--- config.mk ---
export PLATFORM = sky130hd
export DESIGN_NAME = interrupt_level_mask_table_top
export DESIGN_NICKNAME = d
export VERILOG_FILES = /design/src/rtl/ilmt_pkg.sv /design/src/rtl/ilmt_front.sv /design/src/rtl/ilmt_queue.sv /design/src/rtl/ilmt_back.sv /design/src/rtl/interrupt_level_mask_table_top.sv
export SDC_FILE = /design/constraint.sdc
export NUM_CORES = 1
export LEC_CHECK = 0
export BUFFER_PORTS_ARGS = -buffer_cell sky130_fd_sc_hd__buf_2
export CAP_MARGIN = 20
export CORE_ASPECT_RATIO = 0.8
export CORE_MARGIN = 4
export CORE_UTILIZATION = 39
export DETAILED_ROUTE_END_ITERATION = 8
export GPL_ROUTABILITY_DRIVEN = 0
export HOLD_SLACK_MARGIN = 0.03
export SETUP_SLACK_MARGIN = 0.1
export SLEW_MARGIN = 20
export SYNTH_ARGS = -nofsm -noshare
export SYNTH_HDL_FRONTEND = slang
export SYNTH_SLANG_ARGS = --single-unit
export TNS_END_PERCENT = 100
--- constraint.sdc ---
create_clock -name i_clk -period 4.12 [get_ports i_clk]
set_input_delay 0 -clock i_clk [delete_from_list [all_inputs] [get_ports i_clk]]
set_output_delay 0 -clock i_clk [all_outputs]
set_load 0.005 [all_outputs]
--- src/rtl/ilmt_pkg.sv ---
package ilmt_pkg;

    localparam int NUM_VECTORS_DEF = 32;
    localparam int NUM_LEVELS_DEF  = 8;
    localparam int QUEUE_DEPTH     = 2;

    localparam logic [31:0] ALL_BLOCKED = 32'hFFFF_FFFF;

    typedef enum logic [1:0] {
        FUNC_UNMASK    = 2'd0,
        FUNC_MASK      = 2'd1,
        FUNC_SET_LEVEL = 2'd2,
        FUNC_INIT      = 2'd3
    } t_func;

    typedef enum logic [2:0] {
        CMD_NOP,
        CMD_CLEAR_BIT,
        CMD_SET_BIT,
        CMD_LEVEL,
        CMD_INIT
    } t_cmd_kind;

    typedef struct packed {
        t_cmd_kind   kind;
        logic [4:0]  bit_idx;
        logic [2:0]  count;
        logic [2:0]  level;
    } t_cmd;

    typedef enum logic [1:0] {
        BK_IDLE,
        BK_WALK,
        BK_DONE
    } t_back_state;

endpackage

--- src/rtl/ilmt_front.sv ---
module ilmt_front #(
    parameter int NUM_VECTORS = ilmt_pkg::NUM_VECTORS_DEF,
    parameter int NUM_LEVELS  = ilmt_pkg::NUM_LEVELS_DEF
) (
    input  logic             i_clk,
    input  logic             i_rst_n,
    input  logic             i_valid,
    output logic             o_ready,
    input  logic [1:0]       i_func,
    input  logic [4:0]       i_vector,
    input  logic [2:0]       i_level,
    input  logic             i_q_ready,
    output logic             o_push,
    output ilmt_pkg::t_cmd   o_cmd
);

    localparam int VEC_IDX_W = (NUM_VECTORS > 1) ? $clog2(NUM_VECTORS) : 1;

    logic [2:0]           r_vec_level [NUM_VECTORS];
    logic [VEC_IDX_W-1:0] vec_idx;
    logic                 vec_ok;
    logic                 lvl_ok;
    logic                 accept;
    logic [2:0]           rec_level;
    logic [2:0]           unmask_cnt;
    logic [2:0]           mask_cnt;
    ilmt_pkg::t_func      func;

    assign func    = ilmt_pkg::t_func'(i_func);
    assign vec_idx = VEC_IDX_W'({{VEC_IDX_W{1'b0}}, i_vector});
    assign vec_ok  = 32'(i_vector) < NUM_VECTORS;
    assign lvl_ok  = 32'(i_level) < NUM_LEVELS;
    assign accept  = i_valid && i_q_ready;
    assign o_ready = i_q_ready;
    assign o_push  = accept;

    assign rec_level  = r_vec_level[vec_idx];
    assign unmask_cnt = lvl_ok ? i_level : 3'(NUM_LEVELS);
    assign mask_cnt   = (32'(rec_level) < NUM_LEVELS) ? rec_level : 3'(NUM_LEVELS);

    always_comb begin
        o_cmd.kind    = ilmt_pkg::CMD_NOP;
        o_cmd.bit_idx = i_vector;
        o_cmd.count   = 3'd0;
        o_cmd.level   = i_level;
        case (func)
            ilmt_pkg::FUNC_UNMASK: begin
                if (vec_ok) begin
                    o_cmd.kind  = ilmt_pkg::CMD_CLEAR_BIT;
                    o_cmd.count = unmask_cnt;
                end
            end
            ilmt_pkg::FUNC_MASK: begin
                if (vec_ok) begin
                    o_cmd.kind  = ilmt_pkg::CMD_SET_BIT;
                    o_cmd.count = mask_cnt;
                end
            end
            ilmt_pkg::FUNC_SET_LEVEL: begin
                if (lvl_ok) begin
                    o_cmd.kind = ilmt_pkg::CMD_LEVEL;
                end
            end
            ilmt_pkg::FUNC_INIT: begin
                o_cmd.kind = ilmt_pkg::CMD_INIT;
            end
            default: begin
                o_cmd.kind = ilmt_pkg::CMD_NOP;
            end
        endcase
    end

    always_ff @(posedge i_clk) begin
        if (!i_rst_n || (accept && func == ilmt_pkg::FUNC_INIT)) begin
            for (int i = 0; i < NUM_VECTORS; i++) begin
                r_vec_level[i] <= 3'd0;
            end
        end else if (accept && vec_ok && func == ilmt_pkg::FUNC_UNMASK) begin
            r_vec_level[vec_idx] <= i_level;
        end else if (accept && vec_ok && func == ilmt_pkg::FUNC_MASK) begin
            r_vec_level[vec_idx] <= 3'd0;
        end
    end

endmodule

--- src/rtl/ilmt_queue.sv ---
module ilmt_queue (
    input  logic             i_clk,
    input  logic             i_rst_n,
    input  logic             i_push,
    input  ilmt_pkg::t_cmd   i_cmd,
    output logic             o_ready,
    input  logic             i_pop,
    output logic             o_valid,
    output ilmt_pkg::t_cmd   o_cmd
);

    localparam int DEPTH  = ilmt_pkg::QUEUE_DEPTH;
    localparam int PTR_W  = (DEPTH > 1) ? $clog2(DEPTH) : 1;
    localparam int CNT_W  = $clog2(DEPTH + 1);

    ilmt_pkg::t_cmd   r_mem [DEPTH];
    logic [PTR_W-1:0] r_wr_ptr;
    logic [PTR_W-1:0] r_rd_ptr;
    logic [CNT_W-1:0] r_count;
    logic             do_push;
    logic             do_pop;

    assign o_ready = r_count != CNT_W'(DEPTH);
    assign o_valid = r_count != '0;
    assign o_cmd   = r_mem[r_rd_ptr];
    assign do_push = i_push && o_ready;
    assign do_pop  = i_pop && o_valid;

    function automatic logic [PTR_W-1:0] advance(input logic [PTR_W-1:0] ptr);
        return (ptr == PTR_W'(DEPTH - 1)) ? '0 : ptr + PTR_W'(1);
    endfunction

    always_ff @(posedge i_clk) begin
        if (do_push) begin
            r_mem[r_wr_ptr] <= i_cmd;
        end
    end

    always_ff @(posedge i_clk) begin
        if (!i_rst_n) begin
            r_wr_ptr <= '0;
            r_rd_ptr <= '0;
            r_count  <= '0;
        end else begin
            if (do_push) begin
                r_wr_ptr <= advance(r_wr_ptr);
            end
            if (do_pop) begin
                r_rd_ptr <= advance(r_rd_ptr);
            end
            if (do_push && !do_pop) begin
                r_count <= r_count + CNT_W'(1);
            end else if (do_pop && !do_push) begin
                r_count <= r_count - CNT_W'(1);
            end
        end
    end

endmodule

--- src/rtl/ilmt_back.sv ---
module ilmt_back #(
    parameter int NUM_LEVELS = ilmt_pkg::NUM_LEVELS_DEF
) (
    input  logic             i_clk,
    input  logic             i_rst_n,
    input  logic             i_q_valid,
    output logic             o_pop,
    input  ilmt_pkg::t_cmd   i_cmd,
    output logic             o_valid,
    input  logic             i_ready,
    output logic [31:0]      o_mask_out
);

    localparam int LVL_IDX_W = $clog2(NUM_LEVELS);

    ilmt_pkg::t_back_state r_state;
    ilmt_pkg::t_back_state n_state;
    ilmt_pkg::t_cmd        r_cmd;
    logic [2:0]            r_idx;
    logic [31:0]           r_masks [NUM_LEVELS];
    logic [2:0]            r_cur_level;
    logic                  r_out_valid;
    logic [31:0]           r_out_data;

    logic                  step;
    logic                  load;
    logic                  out_free;
    logic                  walk_needed;
    logic [LVL_IDX_W-1:0]  walk_idx;
    logic [LVL_IDX_W-1:0]  cur_idx;
    logic                  cur_ok;
    logic [31:0]           vec_bit;
    logic [31:0]           mask_word;

    assign out_free    = !r_out_valid || i_ready;
    assign walk_needed = (i_cmd.kind == ilmt_pkg::CMD_CLEAR_BIT
                          || i_cmd.kind == ilmt_pkg::CMD_SET_BIT)
                         && i_cmd.count != 3'd0;
    assign walk_idx    = LVL_IDX_W'({{LVL_IDX_W{1'b0}}, r_idx});
    assign cur_idx     = LVL_IDX_W'({{LVL_IDX_W{1'b0}}, r_cur_level});
    assign cur_ok      = 32'(r_cur_level) < NUM_LEVELS;
    assign vec_bit     = 32'd1 << r_cmd.bit_idx;
    assign mask_word   = cur_ok ? r_masks[cur_idx] : ilmt_pkg::ALL_BLOCKED;

    always_comb begin
        n_state = r_state;
        case (r_state)
            ilmt_pkg::BK_IDLE: begin
                if (i_q_valid) begin
                    n_state = walk_needed ? ilmt_pkg::BK_WALK : ilmt_pkg::BK_DONE;
                end
            end
            ilmt_pkg::BK_WALK: begin
                if (r_idx == r_cmd.count - 3'd1) begin
                    n_state = ilmt_pkg::BK_DONE;
                end
            end
            ilmt_pkg::BK_DONE: begin
                if (out_free) begin
                    n_state = ilmt_pkg::BK_IDLE;
                end
            end
            default: begin
                n_state = ilmt_pkg::BK_IDLE;
            end
        endcase
    end

    always_comb begin
        o_pop = 1'b0;
        step  = 1'b0;
        load  = 1'b0;
        case (r_state)
            ilmt_pkg::BK_IDLE: o_pop = i_q_valid;
            ilmt_pkg::BK_WALK: step  = 1'b1;
            ilmt_pkg::BK_DONE: load  = out_free;
            default: begin
                o_pop = 1'b0;
            end
        endcase
    end

    always_ff @(posedge i_clk) begin
        if (!i_rst_n) begin
            r_state     <= ilmt_pkg::BK_IDLE;
            r_idx       <= 3'd0;
            r_cur_level <= 3'd0;
            r_out_valid <= 1'b0;
            for (int i = 0; i < NUM_LEVELS; i++) begin
                r_masks[i] <= ilmt_pkg::ALL_BLOCKED;
            end
        end else begin
            r_state <= n_state;
            if (o_pop) begin
                r_idx <= 3'd0;
            end else if (step) begin
                r_idx <= r_idx + 3'd1;
            end
            if (o_pop && i_cmd.kind == ilmt_pkg::CMD_LEVEL) begin
                r_cur_level <= i_cmd.level;
            end else if (o_pop && i_cmd.kind == ilmt_pkg::CMD_INIT) begin
                r_cur_level <= 3'd0;
            end
            if (o_pop && i_cmd.kind == ilmt_pkg::CMD_INIT) begin
                for (int i = 0; i < NUM_LEVELS; i++) begin
                    r_masks[i] <= ilmt_pkg::ALL_BLOCKED;
                end
            end else if (step) begin
                if (r_cmd.kind == ilmt_pkg::CMD_CLEAR_BIT) begin
                    r_masks[walk_idx] <= r_masks[walk_idx] & ~vec_bit;
                end else begin
                    r_masks[walk_idx] <= r_masks[walk_idx] | vec_bit;
                end
            end
            if (load) begin
                r_out_valid <= 1'b1;
            end else if (i_ready) begin
                r_out_valid <= 1'b0;
            end
        end
    end

    always_ff @(posedge i_clk) begin
        if (o_pop) begin
            r_cmd <= i_cmd;
        end
        if (load) begin
            r_out_data <= mask_word;
        end
    end

    assign o_valid    = r_out_valid;
    assign o_mask_out = r_out_data;

endmodule

--- src/rtl/interrupt_level_mask_table_top.sv ---
// Interrupt priority level mask table.
// Input channel (i_valid / o_ready) carries one request: i_func selects unmask,
// mask, set current level or initialise; i_vector and i_level are its operands.
// Output channel (o_valid / i_ready) returns one o_mask_out word per request: the
// mask word of the current level once that request has taken effect.
// The front end classifies each request and keeps the per-vector levels; a
// two-entry queue hands commands to the back end, which owns the mask words.
// Unmask and mask walk one mask word per cycle over the levels below the vector's
// level (up to seven words); set-level and initialise skip the walk.
// The front accepts up to two further requests while the back end is busy.
// When the receiver stalls, the result is held in the output register and the
// back end holds its next command; once the queue fills, o_ready drops.
// Synchronous reset (i_rst_n low) sets every mask word to all ones, every vector
// level and the current level to zero, and empties the queue and output.
module interrupt_level_mask_table_top #(
    parameter int NUM_VECTORS = ilmt_pkg::NUM_VECTORS_DEF,
    parameter int NUM_LEVELS  = ilmt_pkg::NUM_LEVELS_DEF
) (
    input  logic        i_clk,
    input  logic        i_rst_n,
    input  logic        i_valid,
    output logic        o_ready,
    input  logic [1:0]  i_func,
    input  logic [4:0]  i_vector,
    input  logic [2:0]  i_level,
    output logic        o_valid,
    input  logic        i_ready,
    output logic [31:0] o_mask_out
);

    logic           q_ready;
    logic           push;
    ilmt_pkg::t_cmd push_cmd;
    logic           q_valid;
    logic           pop;
    ilmt_pkg::t_cmd pop_cmd;

    ilmt_front #(
        .NUM_VECTORS (NUM_VECTORS),
        .NUM_LEVELS  (NUM_LEVELS)
    ) u_front (
        .i_clk     (i_clk),
        .i_rst_n   (i_rst_n),
        .i_valid   (i_valid),
        .o_ready   (o_ready),
        .i_func    (i_func),
        .i_vector  (i_vector),
        .i_level   (i_level),
        .i_q_ready (q_ready),
        .o_push    (push),
        .o_cmd     (push_cmd)
    );

    ilmt_queue u_queue (
        .i_clk   (i_clk),
        .i_rst_n (i_rst_n),
        .i_push  (push),
        .i_cmd   (push_cmd),
        .o_ready (q_ready),
        .i_pop   (pop),
        .o_valid (q_valid),
        .o_cmd   (pop_cmd)
    );

    ilmt_back #(
        .NUM_LEVELS (NUM_LEVELS)
    ) u_back (
        .i_clk      (i_clk),
        .i_rst_n    (i_rst_n),
        .i_q_valid  (q_valid),
        .o_pop      (pop),
        .i_cmd      (pop_cmd),
        .o_valid    (o_valid),
        .i_ready    (i_ready),
        .o_mask_out (o_mask_out)
    );

endmodule

# == Yosys cells after proc, flatten, opt, wreduce, memory -nomap -nowiden ==
# Memories as Yosys holds them, arrays and structs flattened. A register that Yosys moved wholly into a read port is not among the register bits.
# Index checks and enable logic that the tools add are counted.
# classes
bitwise,14
muxes,63
n_shift,1
n_eq_ne,15
addsub,6
reduce_logical,29
# ops
operator,count
$mux W32,10
$mux W1,36
$and A32 B32 Y32,1
$not A32 Y32,1
$or A32 B32 Y32,1
$reduce_or A32 Y1,1
$shl A1 B5 Y32 const A,1
$mux W3,7
$mux W2,6
$pmux W3 S4,1
$logic_and A1 B1 Y1,11
$or A1 B1 Y1,10
$reduce_bool A2 Y1,4
$eq A2 B2 Y1 const B,3
$eq A3 B1 Y1 const B,2
$eq A3 B2 Y1 const B,2
$ne A2 B1 Y1 const B,3
$pmux W2 S3,1
$pmux W3 S2,1
$mux W5,1
$eq A2 B1 Y1 const B,2
$logic_not A1 Y1,4
$logic_not A2 Y1,2
$add A3 B1 Y3 const B,1
other kinds (13),16
# word_totals
word_cells,141
output_inout_bits,34
ff_bits,24
mem_bits_rw,380
inputBits,14
n_memories,3
# mem_list
name,words,word_bits,read_ports,rd_ports_with_merged_regs,wr,line_no,source
u_back.r_masks,8,32,2,2,8,ilmt_back.sv:20,logic [31:0] r_masks [NUM_LEVELS];
u_front.r_vec_level,32,3,1,0,32,ilmt_front.sv:19,logic [2:0] r_vec_level [NUM_VECTORS];
u_queue.r_mem,2,14,1,1,1,ilmt_queue.sv:16,ilmt_pkg::t_cmd r_mem [DEPTH];

# == Depth between registers and ports, before layout ==
# Gate-level depths: netlist of run 1.
# logic_depth
ltp_word,10
mapped_depth,8
depth_no_buf,6

# == By module ==
# A second synthesis of run 1 with hierarchy kept.
# unflattened
cells_unflattened,1631
area_unflattened_um2,22032.4
# by_module_without_submodules
mod,cells_each,instances,seq_area_each_um2,area_each_um2
ilmt_back,1133,1,9218.8,15929.0
ilmt_front,431,1,2882.8,4857.2
ilmt_queue,67,1,940.9,1246.2

# == Worst setup path after synthesis of run 1 ==
# Ideal clock, no wire load.
# synth_timing
path_kind,reg-to-reg
start,register u_back.r_state[0]
end,memory u_back.r_masks[0][0] (enable)
path_stages_with_launch,5
slack_ns,0.463
period_less_slack_ns,3.657
required_time_ns,3.650
n_path_buf,1
t_arrival_ns,3.187
setup_time_ns,0.470
path_cell_list,dfxtp_1 nor2b_1 buf_2 nand2b_1 o31ai_1
# synth_rtl
element,line_no,source
"start, declared",ilmt_back.sv:16,ilmt_pkg::t_back_state r_state;
"start signal, assigned",ilmt_back.sv:85,r_state <= ilmt_pkg::BK_IDLE;
"start signal, assigned",ilmt_back.sv:93,r_state <= n_state;
"end, declared",ilmt_back.sv:20,

==> reports/results.txt, run 1 <==
Residual DRC = 0
R2R depth = 4
Drt initial violations = 1092
WHS Endpoint = u_queue.r_mem[1][0]
CP Max Fanout = 22
CP startpoint kind = flop
Post-synthesis adder-cell area fraction = 0.00410
Clock sink count = 440
Total GRT Usage = 0.179
Post-synthesis sequential area ratio = 0.611
Tightest hold margin = 182 ps
NumNets Final = 1550
Clock transition at the registers of the reported paths = 60 ps
CP bufs+invs = 1
Post-synthesis compound-gate area fraction = 0.0370
Max-slew violations = 0
Worst path slowest cell = o21ai_4
Setup TNS Final = 0 ps
Multiplexer share of the synthesized area = 0.198
DR pass1 iterations = 5
Hold Crit Start = i_level[0]
Top delay family on crit path = simple AND/OR/NAND/NOR gates
First-pass GRT wire length = 80300 µm
Period minus WS final = 3180 ps
Die Y = 217 µm
Crit path DAT = 3450 ps
Num CTS Buffers = 47
Gr ovfl total = 0
Final Cycle Share = 0.771
Crit Path Class = reg -> reg
Post-Syn Area = 21300 µm²
VDD IR max = 0.000296 V
Total power = 11600 µW
Commonest non-fill, non-tap cells in the layout = edfxtp_1 (423), nand2_1 (289), mux4_2 (128)
Fraction of registers with async set or reset after synthesis = 0
Hold path cells = 2
I/O pins = 48
Final Hold Fails = 0
Syn avg cell area = 14.3 µm²
Synthesized instance count = 1494
RR Startpoint = u_back.r_state[0]
Final setup vio count = 0
Clock Latency Late Sink = 600 ps
Post_cts resized = 0
Simple-Gate Fraction of Synth Area = 0.121
Net Count, Synth = 1515
Crit path largest cell delay = 990 ps
Share of cells above drive strength 1 = 0.267
CTS Root Cell = clkbuf_16
CTS tree = done
Finished Core Util = 0.448
Slew HR = 0.280
# rows = 76
Critical Path Source = u_back.r_state[0]
HPWL after detailed placement = 31500 µm
Max Root-Sink Buffers = 3
RSZ-0062 raised after global routing = no
Fmax = 0.315 GHz
P&R area growth vs syn = 13.3%
Die Area = 58600 µm²
Core area = 54000 µm²
Hold Path Class = in -> reg
Vias per inst = 5.67
Initial antenna violation count = 1
Synth Warn # = 0
Slew at the pin closest to its max-slew limit = 1080 ps
Worst R2R End = u_back.r_masks[5][6]
Max cap viols = 0
Crit-path cells = nor2b_1 -> nand3_1 -> o21ai_4 -> buf_4
Via count = 12856
Clock Skews = 29.3 ps
ANT cells = 0
Most common cell after layout, fill and taps aside = edfxtp_1
DIE WIDTH = 270 µm
Yosys cell types = 55
R2r setup slk = 940 ps
Status = finished clean
Design area = 24200 µm²
Largest family of logic cells by synthesized area = multiplexers
P_leak = 0.00623 µW
IO Port Bufs = 47
Crit path capture type = flop
Xor/xnor share of the synthesized area = 0.00410
Initial core utilization = 0.395
Vias in the first global route = 13227
Largest net degree at the start of global routing = 66
Main flop type after synthesis = edfxtp_1
Routed Antenna Nets = 0
Synthesized flop and latch total = 440
Post-synth EDFFs = 423
Drt wl/cell = 23.0 µm
Routed WL = 52200 µm
H-tree depth = 2
Placed cell area = 22400 µm²
Critical path data required time = 4390 ps
Pwr per Cell Area = 481 nW/µm²
sequential cells by signal, indices dropped and copies added (netlist names), 3 cells and up, named ones only:
| register | flops |
|---|---|
| u_queue.r_mem | 28 |
| u_back.r_idx | 3 |
| u_back.r_masks | 256 |
| u_back.r_cmd | 11 |
| u_back.o_mask_out | 32 |
| u_front.r_vec_level | 96 |
| u_back.cur_idx | 3 |
report_power, final:
group	internal, µW	switching, µW	total (µW)
combinational	556	1220	1770
clock	2620	1770	4390
sequential	5230	226	5450
area by class of cell:
class	instances	area, µm²
Sequential cell	440	13100
Fill cell	4773	29800
Tap cell	702	878
Timing Repair Buffer	98	713
Multi-Input combinational cell	931	7890
Inverter	11	41.3
Clock inverter	27	368
Clock buffer	58	1230
layer usage:
| layer | GRT usage | part of all wire | wire [µm] | vias up |
|---|---|---|---|---|
| li1 | - | - | - | 5780 |
| met1 | 0.240 | 0.43 | 22200 | 6553 |
| met2 | 0.297 | 0.48 | 25100 | 463 |
| met3 | 0.0434 | 0.077 | 4000 | 58 |
| met4 | 0.0411 | 0.016 | 836 | 2 |
| met5 | 0 | 0.00034 | 18 | - |
cell usage after synthesis (all sizes together) (2+ instances only):
library cell | instances | share of area
a21oi | 30 | 0.0093
a22o | 3 | 0.0012
a22oi | 3 | 0.0011
a31oi | 13 | 0.0080
buf | 49 | 0.012
clkbuf | 63 | 0.011
dfxtp | 17 | 0.016
edfxtp | 423 | 0.60
ha | 7 | 0.0041
inv | 11 | 0.0019
mux2 | 44 | 0.023
mux2i | 84 | 0.039
mux4 | 128 | 0.14
nand2 | 290 | 0.051
nand2b | 9 | 0.0030
nand3 | 9 | 0.0021
nand3b | 6 | 0.0021
nand4 | 4 | 0.0012
nand4b | 5 | 0.0021
nand4bb | 2 | 0.0011
nor2 | 111 | 0.020
nor2b | 5 | 0.0015
nor3 | 61 | 0.019
nor3b | 3 | 0.0018
nor4 | 8 | 0.0023
o211a | 2 | 0.00094
o21ai | 32 | 0.0075
o22ai | 18 | 0.0053
o31ai | 4 | 0.0014
or2 | 3 | 0.00088
or3 | 20 | 0.0082
or3b | 2 | 0.00082
or4 | 2 | 0.00070
or4b | 4 | 0.0019
or4bb | 2 | 0.0011
xnor2 | 7 | 0.0029
xor2 | 3 | 0.0012
worst max path at each step:
stage	end	slack [ps]	cells past startpoint
floorplan	u_back.r_masks[0][0]	460	4
global placement	u_back.r_masks[5][21]	1030	4
detailed placement	u_back.r_masks[5][23]	920	4
CTS	u_back.r_masks[5][6]	870	4
global route	u_back.r_masks[7][25]	730	4
finish	u_back.r_masks[5][6]	940	4
stage by stage:
step | instances | setup slack, ps
finish | 2267 | 943
global route | 2267 | 728
CTS | 2267 | 869
detailed placement | 2169 | 922
global placement | 2169 | 1030
floorplan | 1494 | 463
worst register-to-register path, cell delays in order (launching register included):
cell	delay, ps
dfxtp_1	400
nor2b_1	540
nand3_1	540
o21ai_4	990
buf_4	390
timing repair:
item	4_1_cts	5_1_grt
setup endpoints to repair	0	0
buffers inserted	0	0
hold buffers	13	0
hold endpoints to repair	43	0
logic make-up (layout without fill, tap and decap cells):
group	Yosys count	in the layout
and+or+nand+nor	549	549
DFF	440	440
muxes	256	256
buffers and inverters	123	194
AOI/OAI and AO/OA	109	109
xor gates and xnor gates	10	10
adders and majority gates	7	7
Note: power is estimated with default switching activity, not from simulation.
==> inputs of run 2 (changes only) <==
--- a/config.mk
+++ b/config.mk
@@ -5,6 +5,7 @@
 export SDC_FILE = /design/constraint.sdc
 export NUM_CORES = 1
 export LEC_CHECK = 0
+export ABC_AREA = 1
 export BUFFER_PORTS_ARGS = -buffer_cell sky130_fd_sc_hd__buf_2
 export CAP_MARGIN = 20
 export CORE_ASPECT_RATIO = 0.8
==> constraint.sdc (replaced) <==
create_clock -name i_clk -period 2.79 [get_ports i_clk]
set_input_delay 0 -clock i_clk [delete_from_list [all_inputs] [get_ports i_clk]]
set_output_delay 0 -clock i_clk [all_outputs]
set_load 0.005 [all_outputs]
==> run 2 against run 1 <==
- clock skew is 3.3 ps higher
- register-to-register slack got worse by 510 ps
- synthesized cell count increased by 61%
- sequential cell count unchanged
- clock power is 43% higher
- die area increased by 3.0%
- worst setup slack worse by 510 ps
- combinational power increased by 100%
- largest cell class unchanged
==> reports/results.txt, run 2 <==
Routed Antenna Nets = 0
Net Count, Synth = 2424
Most common cell after layout, fill and taps aside = nor2_1
R2R depth = 8
CTS tree = done
NumNets Final = 2426
Via count = 18532
Post-synth top cells = nor2_1 (492), edfxtp_1 (423), nand2_1 (406)
Crit path capture type = flop
RSZ-0062 raised after global routing = no
Final Cycle Share = 0.846
# rows = 77
Commonest non-fill, non-tap cells in the layout = nor2_1 (492), edfxtp_1 (423), nand2_1 (402)
Vias per inst = 5.80
Clock transition at the registers of the reported paths = 60 ps
CP Max Fanout = 17
Initial antenna violation count = 0
Synth area leader = edfxtp_1
Vias in the first global route = 17845
Max cap viols = 0
H-tree depth = 2
Area fraction of the dominant cell type after synthesis = 0.577
Synthesized flop and latch total = 440
Drt initial violations = 2260
Num CTS Buffers = 48
Gr ovfl total = 0
Status = finished clean
Max FFs per register = 256
P&R area growth vs syn = 13.5%
Largest register by flop count = u_back.r_masks
Period minus WS final = 2360 ps
Synth Warn # = 0
Post_cts resized = 0
Crit path largest cell delay = 420 ps
Post-synthesis sequential area ratio = 0.593
Drt wl/cell = 21.1 µm
Most common cell in the netlist = nor2_1
Yosys cell types = 32
Residual DRC = 0
Hold path cells = 2
Die Area = 60300 µm²
I/O pins = 48
Setup TNS Final = 0 ps
P_leak = 0.00787 µW
DR pass1 iterations = 7
Crit-path cells = nor2_1 -> o21ai_1 -> nor2_1 -> nand2_1 -> nand2_1 -> inv_1 -> o21ai_4 -> buf_12
Fraction of registers with async set or reset after synthesis = 0
Main area contributors after synthesis = edfxtp_1 (58%), nor2_1 (8.4%), nand3_1 (7.5%), nand2_1 (6.9%), o21ai_0 (6.1%)
CP startpoint kind = flop
Slew HR = 0.408
IO Port Bufs = 47
ANT cells = 0
Pre-CTS setup slack = 473 ps
Tightest hold margin = 193 ps
Routed WL = 67400 µm
Largest net degree at the start of global routing = 130
Initial core utilization = 0.396
Post-synth EDFFs = 423
Max Root-Sink Buffers = 3
Fill count = 5190
Pwr per Cell Area = 717 nW/µm²
DIE WIDTH = 274 µm
Crit Path Class = reg -> reg
VDD IR max = 0.000551 V
Crit path DAT = 2680 ps
Slew at the pin closest to its max-slew limit = 881 ps
CTS Root Cell = clkbuf_16
Clock sink count = 440
Total GRT Usage = 0.219
Final Hold Fails = 0
Max-slew violations = 0
Main flop type after synthesis = edfxtp_1
Die Y = 220 µm
Fin worst setup slack = 430 ps
Final setup vio count = 0
Post-Syn Area = 22000 µm²
Share of cells above drive strength 1 = 0.0974
Syn avg cell area = 9.16 µm²
Critical path data required time = 3110 ps
First-pass GRT wire length = 102000 µm
Fmax = 0.424 GHz
Hold Path Class = in -> reg
Worst path slowest cell = dfxtp_1
Clock Skews = 32.6 ps
Synthesized instance count = 2403
Core area = 55600 µm²
Clock Latency Late Sink = 600 ps
HPWL after detailed placement = 37500 µm
run 2: stage by stage:
stage	std cells	total power (µW)	cell area [µm²]	util
after detailed placement	3091	11700	23300	0.419
final	3193	17900	25000	0.450
after global routing	3193	18600	25000	0.450
after global placement	3091	11600	23300	0.419
after floorplan	2403	10300	22000	-
after CTS	3193	18000	25000	0.450
run 2: per-layer routing:
layer,vias to the layer above,share of wire,GRT usage
met5,-,0,0
met4,0,0.027,0.0784
met3,160,0.10,0.0417
met2,1031,0.46,0.356
met1,8853,0.41,0.297
li1,8488,-,-
run 2: where the power goes:
part,internal [µW],switching [µW],total [µW]
sequential,7770,252,8020
clock,3620,2650,6280
combinational,820,2800,3620
run 2: worst max-delay path, delay by kind of cell (launching register included):
kind	cells	cell delay (ps)
buffers and inverters	2	690
and+or+nand+nor	4	370
AOI/OAI and AO/OA	2	590
DFF	1	420
run 2: cell type report:
cell class / instances / area (µm²) / share of cell area
Sequential cell: 440 / 13100 / 0.522
Multi-Input combinational cell: 1733 / 8120 / 0.325
Clock buffer: 60 / 1280 / 0.0511
Timing Repair Buffer: 116 / 1080 / 0.0431
Tap cell: 750 / 938 / 0.0376
Clock inverter: 28 / 273 / 0.0109
Inverter: 66 / 250 / 0.0100
run 2: repair_timing:
action | 4_1_cts | 5_1_grt
hold endpoints to repair | 48 | 0
hold buffers | 14 | 0
buffers inserted | 0 | 0
run 2: kinds of logic after synthesis:
family / count (synthesis) / synth area share
adders and majority gates: 7 / 0.00398
buffers and inverters: 230 / 0.0422
and+or+nand+nor: 1282 / 0.247
AOI/OAI and AO/OA: 444 / 0.114
DFF: 440 / 0.593
run 2: path summary, 6_finish.rpt:
path	startpoint	slack, ps	to
min reg2reg	u_queue.r_rd_ptr	440	flop
max	u_back.r_state[1]	430	u_back.r_masks[6][5]
max reg2reg	u_back.r_state[1]	430	u_back.r_masks[6][5]
min	i_level[0]	190	u_queue.r_mem[1][0]
==> inputs of run 3 (changes only) <==
==> constraint.sdc (replaced) <==
create_clock -name i_clk -period 2.44 [get_ports i_clk]
set_input_delay 0 -clock i_clk [delete_from_list [all_inputs] [get_ports i_clk]]
set_output_delay 0 -clock i_clk [all_outputs]
set_load 0.005 [all_outputs]
==> run 3 against run 2 <==
- global-route usage grew 0.20 points
- final area rose by 0.53%
- non-clock buffer count up 28
- clock power is 8.3% higher
- final cell count is 0.66% higher
- register-to-register slack worse by 140 ps
- die area unchanged
- critical path type unchanged
- largest cell class unchanged
- highest routed layer unchanged
==> reports/results.txt, run 3 (synthesis results as in run 2) <==
Top delay family on crit path = simple AND/OR/NAND/NOR gates
Max FFs per register = 256
Final Hold Fails = 0
Multi-input logic area = 8130 µm²
Vias in the first global route = 18195
Largest net degree at the start of global routing = 130
DR pass1 iterations = 6
Worst R2R End = u_back.r_masks[6][2]
I/O pins = 48
Crit Path Class = reg -> reg
Hold Path Class = in -> reg
Clock Skews = 17.6 ps
Period minus WS final = 2150 ps
Drt wl/cell = 21.0 µm
Cell internal pwr = 13800 µW
ANT cells = 0
Critical Path Source = u_back.r_cmd[8]
Die Area = 60300 µm²
HPWL after detailed placement = 38300 µm
Crit-path cells = inv_1 -> nand3_1 -> o21ai_2 -> nand3_1
Gr ovfl total = 0
Largest register by flop count = u_back.r_masks
Die Y = 220 µm
Residual DRC = 0
Fmax = 0.465 GHz
Num CTS Buffers = 46
Hold Crit Start = i_level[0]
Critical path data required time = 2760 ps
IO Port Bufs = 47
Sequential cell area = 13100 µm²
Tightest hold margin = 186 ps
H-tree depth = 2
Commonest non-fill, non-tap cells in the layout = nor2_1 (492), edfxtp_1 (423), nand2_1 (402)
Crit path DAT = 2470 ps
CP most frequent cell = nand3_1
Max Root-Sink Buffers = 3
Crit path capture type = flop
Vias per inst = 5.81
Met1 Resource Use GR = 0.298
Seq pwr share = 0.451
Worst path slowest cell = edfxtp_1
CP Max Fanout = 8
DIE WIDTH = 274 µm
Initial core utilization = 0.396
Max cap viols = 0
Routed Antenna Nets = 0
Clock transition at the registers of the reported paths = 60 ps
Pwr per Cell Area = 805 nW/µm²
Crit path depth = 4
R2r setup slk = 290 ps
CP bufs+invs = 1
Net Sw Frac = 0.319
NumNets Final = 2452
Global routing's busiest layer = met2
Gate power share = 0.213
Final Cycle Share = 0.881
Final setup vio count = 0
Slew at the pin closest to its max-slew limit = 844 ps
Most common cell after layout, fill and taps aside = nor2_1
Crit path largest cell delay = 500 ps
Hold path cells = 2
RR Startpoint = u_back.r_cmd[8]
GR Layer Usage met3 = 0.0398
Status = finished clean
First-pass GRT wire length = 103000 µm
Initial antenna violation count = 0
Fill count = 5266
Psw = 6450 µW
P&R area growth vs syn = 14.1%
Power share of the clock group = 0.336
GR met2 Demand/Resource = 0.359
Clock Latency Late Sink = 590 ps
Post-route insts no fill = 3214
Via count = 18674
VDD IR max = 0.000467 V
P_leak = 0.00796 µW
CTS tree = done
CTS Root Cell = clkbuf_16
R2R depth = 4
RSZ-0062 raised after global routing = no
Core area = 55600 µm²
Placed Instances = 3115
# rows = 77
CP startpoint kind = flop
Routed WL = 67500 µm
Share of cells above drive strength 1 = 0.106
Max-slew violations = 0
Total GRT Usage = 0.221
Drt initial violations = 2160
Finished Core Util = 0.452
Slew HR = 0.433
WHS Endpoint = u_queue.r_mem[0][0]
Clock sink count = 440
run 3: cell types whose count changed in the layout (fill, tap and decap cells not counted), moves of 2 or more:
cell,change
clkbuf_16,-2
clkbuf_1,+2
clkinv_1,-3
buf_12,+4
clkinv_8,-2
buf_4,+24
run 3: layout make-up:
cell class / instances / area share
inverter: 66 / 0.0101
clock buffer: 59 / 0.0486
clock inverter: 22 / 0.00757
timing repair buffer: 144 / 0.0532
sequential: 440 / 0.520
multi-input combinational: 1733 / 0.324
tap: 750 / 0.0374
run 3: what timing repair did:
item	in CTS	in global routing
setup buffers	0	4
gates resized for setup	0	1
endpoints found under the hold margin	52	0
hold buffers	14	0
setup endpoints to repair	0	46
run 3: through the flow:
| stage | setup TNS, ps | power (µW) | setup slack [ps] | cell area, µm² |
|---|---|---|---|---|
| global route | 0 | 21100 | 157 | 25100 |
| finish | 0 | 20200 | 291 | 25100 |
| detailed placement | 0 | 13500 | 172 | 23500 |
| global placement | 0 | 13400 | 223 | 23500 |
| CTS | 0 | 20300 | 158 | 25100 |
| floorplan | -18230 | 11800 | -145 | 22000 |
run 3: worst max path at each step:
stage	endpoint
floorplan	u_back.r_masks[2][0]
global placement	u_back.r_masks[2][10]
detailed placement	u_back.r_masks[2][10]
CTS	u_back.r_masks[2][28]
global route	u_back.r_masks[6][2]
finish	u_back.r_masks[6][2]
run 3: power by group through the flow:
stage | Clock [µW] | Combinational (µW) | Sequential, µW
after floorplan | 0 | 2580 | 9190
after detailed placement | 0 | 4200 | 9280
after global routing | 7230 | 4680 | 9160
after global placement | 0 | 4110 | 9270
after CTS | 6900 | 4230 | 9130
final | 6800 | 4300 | 9120
run 3: routing by layer:
metal	up-vias	part of all wire
met2	1080	0.46
met5	-	0
met4	0	0.030
met1	8899	0.41
met3	152	0.10
li1	8543	-
